$ cat src/hdl/tahs_pkg.sv
// shared types and constants for the terrace aware heightmap smoothing block
package tahs_pkg;

    localparam int TAHS_MAX_WIDTH = 1024;

    // field widths
    localparam int GW_W   = 11;
    localparam int GH_W   = 16;
    localparam int STEP_W = 24;
    localparam int HV_W   = 32;
    localparam int CHG_W  = 31;
    localparam int CFG_DW = 24;

    // divider operand widths: numerator signed, divisor unsigned
    localparam int DIV_NW = 40;
    localparam int DIV_DW = 29;

    typedef enum logic [1:0] {
        REG_GRID_WIDTH   = 2'd0,
        REG_GRID_HEIGHT  = 2'd1,
        REG_TERRACE_STEP = 2'd2,
        REG_UNUSED       = 2'd3
    } cfg_reg_t;

    typedef enum logic [1:0] {
        RD_CENTER = 2'd0,
        RD_LEFT   = 2'd1,
        RD_RIGHT  = 2'd2,
        RD_ABOVE  = 2'd3
    } rd_sel_t;

    typedef enum logic [1:0] {
        DIV_BAND  = 2'd0,
        DIV_CHG   = 2'd1,
        DIV_QUANT = 2'd2
    } div_op_t;

    typedef enum logic [3:0] {
        ST_IDLE,
        ST_DECIDE,
        ST_RD_C,
        ST_RD_L,
        ST_RD_R,
        ST_RD_A,
        ST_BAND_GO,
        ST_BAND_WAIT,
        ST_SUM,
        ST_CHG_GO,
        ST_CHG_WAIT,
        ST_Q_GO,
        ST_Q_WAIT,
        ST_MUL,
        ST_EMIT,
        ST_WRITE
    } ctrl_state_t;

    typedef struct packed {
        logic    load;
        logic    rd_en;
        rd_sel_t rd_sel;
        logic    div_start;
        div_op_t div_op;
        logic    cap_band;
        logic    cap_sum;
        logic    cap_chg;
        logic    cap_q;
        logic    cap_fin;
        logic    emit;
        logic    advance;
    } tahs_cmd_t;

    typedef struct packed {
        logic drain;
        logic pending_zero;
        logic row_nonzero;
        logic kind;
        logic step_zero;
        logic div_done;
        logic out_free;
    } tahs_status_t;

endpackage

$ cat src/hdl/tahs_ctrl.sv
// sequencer that steps one item through reads, divisions and output
module tahs_ctrl
    import tahs_pkg::*;
(
    input  logic         clk,
    input  logic         rst_n,
    input  logic         item_valid,
    output logic         item_ready,
    input  tahs_status_t status,
    output tahs_cmd_t    cmd
);

    ctrl_state_t state_reg, state_next;

    always_ff @(posedge clk or negedge rst_n)
    begin
        if (!rst_n)
            state_reg <= ST_IDLE;
        else
            state_reg <= state_next;
    end

    always_comb
    begin
        state_next = state_reg;
        cmd        = '0;
        item_ready = 1'b0;
        unique case (state_reg)
            ST_IDLE:
            begin
                item_ready = 1'b1;
                if (item_valid)
                begin
                    cmd.load   = 1'b1;
                    state_next = ST_DECIDE;
                end
            end
            ST_DECIDE:
            begin
                priority if (status.drain)
                    state_next = status.pending_zero ? ST_IDLE : ST_RD_C;
                else if (status.kind)
                    state_next = ST_IDLE;
                else if (status.row_nonzero)
                    state_next = ST_RD_C;
                else
                    state_next = ST_WRITE;
            end
            ST_RD_C:
            begin
                cmd.rd_en  = 1'b1;
                cmd.rd_sel = RD_CENTER;
                state_next = ST_RD_L;
            end
            ST_RD_L:
            begin
                cmd.rd_en  = 1'b1;
                cmd.rd_sel = RD_LEFT;
                state_next = ST_RD_R;
            end
            ST_RD_R:
            begin
                cmd.rd_en  = 1'b1;
                cmd.rd_sel = RD_RIGHT;
                state_next = ST_RD_A;
            end
            ST_RD_A:
            begin
                cmd.rd_en  = 1'b1;
                cmd.rd_sel = RD_ABOVE;
                state_next = status.step_zero ? ST_SUM : ST_BAND_GO;
            end
            ST_BAND_GO:
            begin
                cmd.div_start = 1'b1;
                cmd.div_op    = DIV_BAND;
                state_next    = ST_BAND_WAIT;
            end
            ST_BAND_WAIT:
            begin
                cmd.div_op = DIV_BAND;
                if (status.div_done)
                begin
                    cmd.cap_band = 1'b1;
                    state_next   = ST_SUM;
                end
            end
            ST_SUM:
            begin
                cmd.cap_sum = 1'b1;
                state_next  = ST_CHG_GO;
            end
            ST_CHG_GO:
            begin
                cmd.div_start = 1'b1;
                cmd.div_op    = DIV_CHG;
                state_next    = ST_CHG_WAIT;
            end
            ST_CHG_WAIT:
            begin
                cmd.div_op = DIV_CHG;
                if (status.div_done)
                begin
                    cmd.cap_chg = 1'b1;
                    state_next  = ST_Q_GO;
                end
            end
            ST_Q_GO:
            begin
                cmd.div_start = 1'b1;
                cmd.div_op    = DIV_QUANT;
                state_next    = ST_Q_WAIT;
            end
            ST_Q_WAIT:
            begin
                cmd.div_op = DIV_QUANT;
                if (status.div_done)
                begin
                    cmd.cap_q  = 1'b1;
                    state_next = ST_MUL;
                end
            end
            ST_MUL:
            begin
                cmd.cap_fin = 1'b1;
                state_next  = ST_EMIT;
            end
            ST_EMIT:
            begin
                // hold until the output register can take the result
                if (status.out_free)
                begin
                    cmd.emit    = 1'b1;
                    cmd.advance = 1'b1;
                    state_next  = ST_IDLE;
                end
            end
            ST_WRITE:
            begin
                cmd.advance = 1'b1;
                state_next  = ST_IDLE;
            end
            default:
            begin
                state_next = ST_IDLE;
            end
        endcase
    end

endmodule

$ cat config.mk
export PLATFORM = sky130hd
export DESIGN_NAME = tahs_ctrl
export DESIGN_NICKNAME = d
export VERILOG_FILES = /design/src/hdl/tahs_pkg.sv /design/src/hdl/tahs_ctrl.sv
export SDC_FILE = /design/constraint.sdc
export NUM_CORES = 1
export LEC_CHECK = 0
export BUFFER_PORTS_ARGS = -buffer_cell sky130_fd_sc_hd__buf_2
export CORE_AREA = 2 2 39 41
export CTS_CLUSTER_DIAMETER = 200
export CTS_CLUSTER_SIZE = 25
export DETAILED_ROUTE_END_ITERATION = 16
export DIE_AREA = 0 0 41 43
export GPL_TIMING_DRIVEN = 0
export PLACE_DENSITY = 0.78
export SLEW_MARGIN = 20
export SYNTH_ARGS = -nofsm -noshare
export SYNTH_HDL_FRONTEND = slang
export SYNTH_SLANG_ARGS = --single-unit
$ cat constraint.sdc
create_clock -name clk -period 1.3 [get_ports clk]
set_input_delay 0.26 -clock clk [delete_from_list [all_inputs] [get_ports clk]]
set_output_delay 0.26 -clock clk [all_outputs]
set_load 0.02 [all_outputs]
== Word-level counts from Yosys, hierarchy flattened ==
Cells that the tools add are included.

* Bits in registers: 4
* Bits in latches: 0
* Bits in writable memories: 0
* Memory bits (read-only): 0
* Output and inout bits: 15
* Word-level logic and storage cells: 52
* Memories: 0

* $add $sub $neg: 0
* Multiply operators: 0
* Divide/modulo/power cells: 0
* Order comparisons: 0
* Equality and inequality tests: 20
* Shift operators: 0
* Multiplexer cells: 26
* Bitwise operators: 0
* Reduce and logical (&&, ||, !) cells: 5

{| class="wikitable"
|+ Operator list
! cell !! count
|-
| $pmux 4 s16 || 1
|-
| $mux 4 || 9
|-
| $eq 4x4->1 const B || 8
|-
| $eq 4x3->1 const B || 4
|-
| $pmux 3 s4 || 1
|-
| $mux 1 || 11
|-
| $ne 2x2->1 const B || 5
|-
| $eq 4x2->1 const B || 2
|-
| $reduce_and 5->1 || 1
|-
| $eq 4x1->1 const B || 1
|-
| $logic_not 4->1 || 1
|-
| $mux 2 || 2
|-
| $pmux 2 s2 || 1
|-
| $reduce_or 2->1 || 2
|-
| $reduce_or 3->1 || 1
|-
| $pmux 1 s2 || 1
|}

== Logic depth before layout (Yosys ltp) ==
Gate-level depths: netlist of the first run.

* Depth after elaboration: 4
* Gate-level depth with buffers: 6

== Worst setup path after synthesis of the first run ==
Ideal clock, no wire load.

* Path kind: register to output
* Start: reg state_reg[1]
* End: out cmd[13] in the netlist's numbering
* Arrival time: 1541 ps
* Required time: 1040 ps
* Setup slack: -501 ps
* Cell stages (with the launch flop): 5
* Buffers on the path: 2
* Cells stage by stage: dfrtp_1 > buf_2 > buf_2 > nor3_1 > and2_1

{| class="wikitable"
|+ RTL lines
! what !! line !! RTL
|-
| start, declared || tahs_ctrl.sv:13 || <nowiki>ctrl_state_t state_reg, state_next;</nowiki>
|-
| start signal, assigned || tahs_ctrl.sv:20 || <nowiki>state_reg <= state_next;</nowiki>
|-
| end, declared || tahs_ctrl.sv:10 || <nowiki>output tahs_cmd_t cmd</nowiki>
|}

==> results.txt, run 1 <==
* Most used flip-flop cell after synthesis: dfrtp_1
- Compared with the post-synthesis result, the final layout area differs by 129%.
* Post-layout minimum cycle time: 1650 ps
- Largest fanout on the critical path: 6
* Worst path slowest cell: dfrtp_1
* FFs w/ async S/R, synth: 100%
* Series of cell instances along the critical path: buf_6 > xor2_2 > nor2b_4 > and2_4 > buf_6
- TritonCTS built the clock tree.
- Setup repair after global routing could not meet its margin everywhere.
- Required time of the critical path: 1040 ps
- The worst-case IR drop observed on VDD is 0.00172 V.
- In this run the deepest clock path goes through 2 buffers.
- Synthesis handed over a netlist of 70 instances.
- Final standard cell area without fillers: 1120 sq um
- During synthesis, Yosys emitted a total of 0 warnings.
- Maximum number of pins on one net before global-route repair: 11
- Clock-pin slew was measured on the worst setup and hold paths at 50 ps.
- Core Rows: 14
- From bottom edge to top edge, the die measures 43 um.
- In this run the power density over the cells is 2850 nW/um^2.
- Counting distinct cell types in the post-synthesis netlist gives 32.
- Static timing analysis puts the maximum clock frequency at 607 MHz.
- The number of buffers and inverters on the critical path is 2.
- Max cap viols: 0
- Sink count of the clock tree: 4
* Cell area after synthesis: 488 sq um
* Number of setup violations in the final report: 19
- Overall fraction of global-route tracks in use: 23.6%
- The library cell used most frequently in the layout, excluding fill and tap cells, is buf_4.
- Registers take 103 sq um.
* Cell type group with the largest total delay on the critical path: flip-flops
- In this run the number of H-tree levels came out at 1.
- The filler cells instantiated in the layout total 83.
- Input and output buffers added on the ports amount to 24.
- For this design the static power due to leakage is 0.504 nW.
- Dividing the detail-routed wire length by the instance count gives 15.8 um.
- Data arrival time of the worst path: 1390 ps
* Cell repeated most along the worst path: buf_6
- Number of DRC markers after the initial detailed-route iteration: 24
* Antenna diodes: 0
- Wires add up to 2070 um.
- Area of the multi-input gates: 504 sq um
* Mean area per synthesized cell: 6.97 sq um
* Via count: 750
- Layout cell share with drive strength beyond 1: 68.7%
- Sequential-to-total area share from yosys stat: 20.5%
* Worst-skew pair later-pin latency: 260 ps
- Type of the most critical hold path: input pin to async pin
- Antenna violations before repair: 0
- Clock Skews: 11.9 ps
- Setup slack on the worst reg-to-reg path comes out at -270 ps.
- The die covers 1760 sq um.
- The final critical path takes up 127% of the cycle.
- Flip-flop and latch count after synthesis: 4
- The floorplan step set the die width to 41 um.
- Using the TritonRoute via totals, the vias-per-cell ratio works out to 5.73.
* Critical path startpoint: state_reg[2]
- Once the floorplan was initialized, standard cells occupied 35.3% of the core.
* Area of the core: 1380 sq um
* Number of enable-type register cells in the synthesized netlist: 0
- The worst register-to-register path begins at state_reg[2].
* Number of clock buffers inserted by TritonCTS: 3
- Placed cell area: 717 sq um
- Final slew viol count: 0
- Final Wtd Congestion: 0.835
- Max transition margin: 81.4%
* Drt drc: 0
* First-pass GRT wire length: 2820 um
- STA classifies the critical path startpoint as a register.
* DRT antenna net count: 0
- The tree is rooted in a clkbuf_4.
- The register with the most flip-flops in the layout has 4 of them.
- Failing checks: negative setup slack
- Run status: finished with violations
* Highest-count cells in the layout ignoring fill and taps: buf_4 (19), buf_6 (13), buf_2 (10)
- The worst setup path is captured at an output port.
* Total half-perimeter wirelength after legalization and detailed placement: 1000 um
- Timing analysis after detailed placement gives a worst setup slack of -216 ps.
* Nets in the synthesized netlist: 80
- Number of iterations in the first detailed-routing pass: 4
- The number of global-route vias before repair is 656.
- Residual overflow from global routing: 0
- For this run, the post-layout net count is 127.
- The final hold violation count came to 0.
- Type of the setup path with the least slack: register to output port
- Worst Slack Setup Final: -346 ps
- For this design the top-level I/O count stands at 25.
- The largest single stage delay on the critical path is 390 ps.
- For the pin with the worst max-slew slack, the measured transition is 279 ps.
-- routing by layer --
layer	track usage (%)	part of all wire [%]
met1	30.1	40
met2	36.9	50
met3	4.71	7.6
met4	10.0	2.4
met5	0	0
-- worst paths after layout --
kind,endpoint,cells past startpoint
setup / recovery,cmd[10],5
hold / removal,state_reg[2],2
setup reg to reg,state_reg[1],7
hold reg to reg,state_reg[0],3
max in group asynchronous,state_reg[3],2
min in group clk,state_reg[0],3
-- cell families (layout without fill, tap and decap cells) --
group	after synthesis	in the layout	share of synthesized area, %
compound gates	17	17	25.6
xor+xnor	1	1	1.80
buf+inv	8	53	8.46
flops	4	4	20.5
mux	2	2	4.10
simple gates	38	38	39.5
-- repair_timing --
| action | 4_1_cts | 5_1_grt |
|---|---|---|
| pin swaps | 10 | 5 |
| hold buffers | 1 | 0 |
| setup buffers | 12 | 5 |
| endpoints found under the setup margin | 19 | 19 |
| cloned | 1 | 0 |
| hold endpoints to repair | 4 | 0 |
| resized for setup | 49 | 13 |
-- power by group --
| group | internal (W) | leakage [nW] | total, W | switching [W] |
|---|---|---|---|---|
| clock | 0.000104 | 0.0138 | 0.000173 | 0.0000684 |
| sequential | 0.000199 | 0.0462 | 0.000280 | 0.0000817 |
| combinational | 0.00138 | 0.444 | 0.00273 | 0.00134 |
| total | 0.00169 | 0.504 | 0.00318 | 0.00149 |
-- synth_stat cells, types with 2 or more instances --
library cell | count | area, sq um
nand2_1 | 10 | 37.5
nor2_1 | 8 | 30.0
and2_1 | 4 | 25.0
dfrtp_1 | 4 | 100
nor2b_1 | 4 | 25.0
nor3_1 | 4 | 20.0
a21oi_1 | 3 | 15.0
buf_2 | 3 | 15.0
a31oi_1 | 2 | 12.5
clkbuf_1 | 2 | 7.51
inv_1 | 2 | 7.51
mux2i_1 | 2 | 20.0
nand2b_1 | 2 | 12.5
o21ai_0 | 2 | 10.0
-- stage by stage --
| step | power (W) | util [%] | TNS [ps] | hold slack, ps | cells |
|---|---|---|---|---|---|
| 2_1_floorplan | 0.00152 | - | -550 | -35.6 | 70 |
| 3_3_place_gp | 0.00182 | 51.8 | -1760 | 63.0 | 110 |
| 3_5_place_dp | 0.00184 | 51.8 | -1870 | 69.1 | 110 |
| 4_1_cts | 0.00279 | 73.9 | -4080 | 348 | 127 |
| 5_1_grt | 0.00332 | 80.7 | -5610 | 370 | 131 |
| 6_report | 0.00318 | 80.7 | -4870 | 345 | 131 |
-- final cells by class --
| cell class | count | area share [%] |
|---|---|---|
| timing repair buffer | 43 | 32.8 |
| sequential | 4 | 9.18 |
| tap | 16 | 1.79 |
| multi-input combinational | 58 | 45.1 |
| clock buffer | 3 | 2.02 |
| inverter | 2 | 1.79 |
| buffer | 5 | 7.28 |
Power figures use the tool's default switching activity.
==> inputs of run 2 (changes only) <==
- CELL_PAD_IN_SITES_DETAIL_PLACEMENT: not set -> 0
- CELL_PAD_IN_SITES_GLOBAL_PLACEMENT: not set -> 1
- CORE_AREA: 2 2 39 41 -> not set
- CORE_ASPECT_RATIO: not set -> 0.8
- CORE_MARGIN: not set -> 2
- CORE_UTILIZATION: not set -> 26
- DIE_AREA: 0 0 41 43 -> not set
- PLACE_DENSITY: 0.78 -> 0.82
- clock period: 1.3 -> 1.4 ns (I/O delays scaled with it)
==> run 2 against run 1 <==
Net effect:
- the run still ends with negative setup slack left
- cell count grew 7.6%
- global-route usage shrank 5.5 points
- largest power group unchanged
- via count increased by 2.1%
- register-to-register slack gained 50 ps
==> results.txt, run 2 (synthesized netlist as in run 1, its figures left out) <==
* Overall fraction of global-route tracks in use: 18.1% (-5.5 points)
- The number of clock sinks was 4 (unchanged).
- The cell area after layout came to 1150 sq um (+3.0%).
* Power Total: 0.00304 W (-4.3%)
- In the finished design, the share of the clock period the worst path needs comes to 119%.
- Type of the setup path with the least slack: register to output port
- The DRC violation total after the first TritonRoute iteration came to 14 (-42%).
- The maximum number of buffers from clock root to sink came to 2 (unchanged).
* Effective utilization at floorplan: 28.8% (-6.4 points)
- Total half-perimeter wirelength after legalization and detailed placement: 1100 um (+9.9%)
- The data required time at the worst endpoint came to 1120 ps (+80 ps).
- The number of buffers created by CTS is 3 (unchanged).
* Final Wtd Congestion: 0.773 (-7.4%)
- The count of antenna-violating nets left after detailed routing was 0 (unchanged).
- Post-layout minimum cycle time: 1670 ps
- Antenna violations before repair: 0 (unchanged)
- Setup TNS Final: -3100 ps (+1770 ps)
* Number of setup violations in the final report: 18 (-1)
* Clock Skews: 6.71 ps (-5.22 ps)
- The leakage dissipation is 0.514 nW (+1.9%).
- The maximum number of pins on one net before global-route repair came to 11 (unchanged).
- The flow ran to the end, but the final reports show violations.
* Residual overflow from global routing: 0 (unchanged)
- Setup repair after global routing could not meet its margin everywhere.
* Critical Path Start Type: register
- The area of the placeable core was 1690 sq um (+22%).
- The horizontal die dimension is 52.4 um (+28%).
* IO buf count: 24 (unchanged)
* Worst-skew pair later-pin latency: 240 ps (-20 ps)
- In this run the worst hold path is classified as input pin to async pin.
- Via/cell ratio: 5.43 (-5.1%)
- Highest-count cells in the layout ignoring fill and taps: buf_6 (22), buf_4 (17), buf_2 (9)
- Max transition margin: 82.2% (+0.75 points)
* Full die area: 2240 sq um (+27%)
- Finished Core Util: 68.0% (-13 points)
* Layout cell share with drive strength beyond 1: 74.8% (+6.1 points)
- The deepest level of the CTS H-tree was 1 (unchanged).
- The flip-flop count of the largest register after layout is 4 (unchanged).
- The row count was 13 (-1).
* Final hold violation count: 0 (unchanged)
- The worst setup path is captured at an output port.
- Via count: 766 (+2.1%)
- Placed cell area: 686 sq um (-4.4%)
- Filler instances: 135 (+63%)
* Die Y: 42.8 um (-0.58%)
- Wire length per cell: 15.7 um (-0.67%)
* Antenna diodes: 0 (unchanged)
- The worst-margin pin slew was 265 ps (-13.6 ps).
- The detailed-route DRC error count is 0 (unchanged).
- The number of global-route vias before repair came to 706 (+7.6%).
* Clock tree from TritonCTS: done
* Data arrival time of the worst path: 1390 ps (about the same)
- The max-slew violation count was 0 (unchanged).
- The top-level port count was 25 (unchanged).
- Routed Wire Length: 2210 um (+6.9%)
- Largest fanout on the critical path: 10 (+4)
- Leaving out fill and tap cells, the most frequent cell in the layout is buf_6.
* Max cap viols: 0 (unchanged)
- Worst Slack Setup Final: -269 ps (+77.3 ps)
* Number of nets in the layout: 131 (+3.1%)
- Fmax: 599 MHz
- The wire length of the first global-routing pass came to 3020 um (+7.4%).
- Worst IR Drop VDD: 0.00158 V (-7.9%)
* Number of iterations in the first detailed-routing pass: 4 (unchanged)
* Synthesis-to-layout area growth: 136%
- Clock transition at path regs: 40 ps (about the same)
* Failing checks: negative setup slack
* Power Density: 2640 nW/um^2 (-7.1%)
- CTS Root Buffer Type: clkbuf_4
## run 2: cell count changes in the layout (fill, tap and decap cells not counted), sizes merged
cell / delta
clkbuf: -1
buf: +5
clkinvlp: +1
clkinv: -1
## run 2: where the power goes
part | switching (W) | internal, W | total (W)
Clock | 0.0000522 | 0.0000962 | 0.000148
Sequential | 0.0000650 | 0.000184 | 0.000250
Combinational | 0.00129 | 0.00136 | 0.00264
## run 2: per-stage QoR
step           hold WS, ps  std cells  setup WS (ps)
3_3_place_gp          85.5        116           -209
6_report               365        141           -269
3_5_place_dp          86.3        116           -217
4_1_cts                374        135           -231
2_1_floorplan        -15.6         70           -130
5_1_grt                376        141           -328
## run 2: final timing paths
| kind | from | end | slack (ps) | cells after the start |
|---|---|---|---|---|
| min in group clk | status[1] | state_reg[0] | 470 | 3 |
| worst min-delay path | rst_n | state_reg[2] | 370 | 2 |
| max in group asynchronous | rst_n | state_reg[3] | 900 | 2 |
| worst min register to register | state_reg[0] | state_reg[2] | 790 | 2 |
| worst max-delay path | state_reg[0] | cmd[8] | -270 | 6 |
| worst max register to register | state_reg[3] | state_reg[1] | -220 | 5 |
## run 2: per-layer routing
metal / vias to the layer above / part of all wire, % / routed length (um) / global-route usage (%)
li1: 350 / - / - / -
met1: 360 / 37 / 822 / 20.5
met2: 46 / 50 / 1110 / 32.5
met3: 10 / 7.7 / 170 / 3.52
met4: 0 / 4.9 / 108 / 7.18
met5: - / 0 / 0 / 0
## run 2: cell type report
| type | instances | area [sq um] | area share, % |
|---|---|---|---|
| Buffer | 5 | 66.3 | 5.76 |
| Inverter | 2 | 13.8 | 1.20 |
| Sequential cell | 4 | 103 | 8.91 |
| Clock buffer | 3 | 22.5 | 1.96 |
| Timing Repair Buffer | 47 | 408 | 35.4 |
| Tap cell | 22 | 27.5 | 2.39 |
| Multi-Input combinational cell | 58 | 510 | 44.3 |
## run 2: worst max-delay path, stage by stage, from the launching register on
cell and delay [ps]:
dfrtp_2 420, clkbuf_8 190, nor2_4 110, nand2_1 50, o21ai_1 90, and2_4 170
buf_6 110
## run 2: what timing repair did
| action | in CTS | in global routing |
|---|---|---|
| hold buffers | 1 | 0 |
| endpoints found under the hold margin | 4 | 0 |
| resized for setup | 47 | 33 |
| setup buffers | 15 | 7 |
| setup endpoints to repair | 18 | 19 |
| pin swaps | 11 | 10 |
==> inputs of run 3 (changes only) <==
- CTS_BUF_LIST: not set -> sky130_fd_sc_hd__clkbuf_16
==> run 3 against run 2 <==
Net effect:
- the run still ends with negative setup slack left
- combinational power is essentially flat
- die area is the same
- wire length grew 4.3%
- non-clock buffer count unchanged
- cell area grew 3.7%
- via count is 1.6% lower
- maximum frequency decreased by 0.46%
- sequential cell count did not move
- register-to-register slack hardly changed
- sequential power about the same
- sequential share of layout area fell by 0.32 points
- largest power group unchanged
==> results.txt, run 3 (synthesized netlist as in run 1, its figures left out) <==
- IO buf count: 24 (unchanged)
* Power Total: 0.00335 W (+10%)
- Top Ports: 25 (unchanged)
* Run status: finished with violations
* Die Y: 42.8 um (unchanged)
* Number of H-tree levels: 1 (unchanged)
- The total global routing overflow is 0 (unchanged).
* Post-layout minimum cycle time: 1680 ps (+7.72 ps)
- The wire length of the first global-routing pass was 3260 um (+7.7%).
* Largest fanout on the critical path: 7 (-3)
- Highest-count cells in the layout ignoring fill and taps: buf_4 (20), buf_6 (18), buf_2 (10)
- The worst-margin pin slew is 396 ps (+131 ps).
* CTS Root Buffer Type: clkbuf_16
- Failing checks: negative setup slack
- Placed cell area: 686 sq um (unchanged)
- Power Density: 2810 nW/um^2 (+6.2%)
- Maximum number of pins on one net before global-route repair: 11 (unchanged)
* Full die area: 2240 sq um (unchanged)
- The post-route core utilization came to 70.6% (+2.5 points).
* Overall fraction of global-route tracks in use: 20.4% (+2.4 points)
- The sum of routed wire length over all layers was 2310 um (+4.3%).
* Sink count of the clock tree: 4 (unchanged)
* Synthesis-to-layout area growth: 145%
- Via/cell ratio: 5.35 (-1.6%)
* Final worst hold slack: 389 ps (+23.5 ps)
* Clock Skews: 2.25 ps (-4.46 ps)
- The post-layout net count came to 131 (unchanged).
- The post-route worst setup slack came to -277 ps (-7.72 ps).
- Setup repair after global routing missed its margin: yes
- Core Rows: 13 (unchanged)
- The worst setup path is launched from a register.
- The global placement routability congestion came to 0.773 (unchanged).
- The maximum clock frequency is 596 MHz (-0.46%).
- The starting density of the core was 28.8% (unchanged).
* Required time of the critical path: 1120 ps (about the same)
* Layout cell share with drive strength beyond 1: 75.6% (+0.84 points)
* Final slew viol count: 0 (unchanged)
* Setup crit end kind: output port
* Clock buffer depth: 2 (unchanged)
- The peak supply drop was 0.00180 V (+14%).
* Final hold violation count: 0 (unchanged)
* Total half-perimeter wirelength after legalization and detailed placement: 1100 um (unchanged)
- Number of iterations in the first detailed-routing pass: 4 (unchanged)
- The horizontal die dimension was 52.4 um (unchanged).
* Max cap viols: 0 (unchanged)
* Via count: 754 (-1.6%)
- Number of setup violations in the final report: 18 (unchanged)
* Type of the setup path with the least slack: register to output port
* Type of the most critical hold path: input pin to async pin
* Number of clock buffers inserted by TritonCTS: 3 (unchanged)
- The clock network latency to the later pin of the worst-skew pair came to 230 ps (about the same).
- The number of global-route vias before repair was 690 (-2.3%).
- The setup TNS after final layout came to -3310 ps (-207 ps).
- The library cell used most frequently in the layout, excluding fill and tap cells, is buf_4.
- The relative slew slack came to 73.3% (-8.9 points).
- Data arrival time of the worst path: 1400 ps (about the same)
* Clock transition at path regs: 30 ps (about the same)
- DRT antenna net count: 0 (unchanged)
- Antenna diodes: 0 (unchanged)
- Antenna violations before repair: 0 (unchanged)
- Max FFs per register: 4 (unchanged)
* Filler instances: 129 (-4.4%)
- Share of the clock period used by the worst path: 120% (+0.55 points)
* Leakage Power: 0.537 nW (+4.4%)
- The detailed-route DRC error count came to 0 (unchanged).
* Number of DRC markers after the initial detailed-route iteration: 41 (+27)
- Area of the core: 1690 sq um (unchanged)
* Clock tree from TritonCTS: done
- Wire length per cell: 16.4 um (+4.3%)
- The cell area after layout is 1190 sq um (+3.7%).
[run 3: final timing paths]
path	start	endpoint	slack (ps)	cells past startpoint
setup / recovery	state_reg[2]	cmd[9]	-280	4
hold / removal	rst_n	state_reg[2]	390	2
setup reg to reg	state_reg[2]	state_reg[1]	-220	6
hold reg to reg	state_reg[1]	state_reg[0]	780	3
max in group asynchronous	rst_n	state_reg[3]	880	2
min in group clk	status[1]	state_reg[0]	470	3
[run 3: cell type report]
type / instances / area [sq um] / area share (%)
plain buffers: 5 / 65.1 / 5.45
multi-input cells: 58 / 522 / 43.7
repair buffers: 47 / 390 / 32.7
flip-flops and latches: 4 / 103 / 8.60
clock buffers: 3 / 75.1 / 6.29
well taps: 22 / 27.5 / 2.31
inverters: 2 / 11.3 / 0.943
[run 3: through the flow]
step,setup slack (ps),instances
2_1_floorplan,-130,70
3_3_place_gp,-209,116
3_5_place_dp,-217,116
4_1_cts,-222,136
5_1_grt,-318,141
6_report,-277,141
[run 3: what timing repair did]
action | 4_1_cts | 5_1_grt
cloned | 0 | 0
setup buffers | 16 | 6
hold buffers | 1 | 0
setup endpoints to repair | 18 | 19
endpoints found under the hold margin | 4 | 0
pin swaps | 11 | 10
resized for setup | 51 | 25
[run 3: metal layers]
metal | GRT usage, % | vias to the layer above | part of all wire, %
li1 | - | 346 | -
met1 | 23.2 | 362 | 40
met2 | 36.0 | 43 | 52
met3 | 3.17 | 3 | 6.2
met4 | 10.8 | 0 | 0.87
met5 | 0 | - | 0
[run 3: critical path: stages (launching register included)]
cell	delay, ps
dfrtp_1	390
buf_6	180
clkinvlp_4	170
o31ai_4	270
buf_6	150
[run 3: report_power, final]
part	internal, W	switching, W	total [W]
sequential	0.000185	0.0000640	0.000249
clock	0.000366	0.0000925	0.000459
combinational	0.00133	0.00131	0.00264
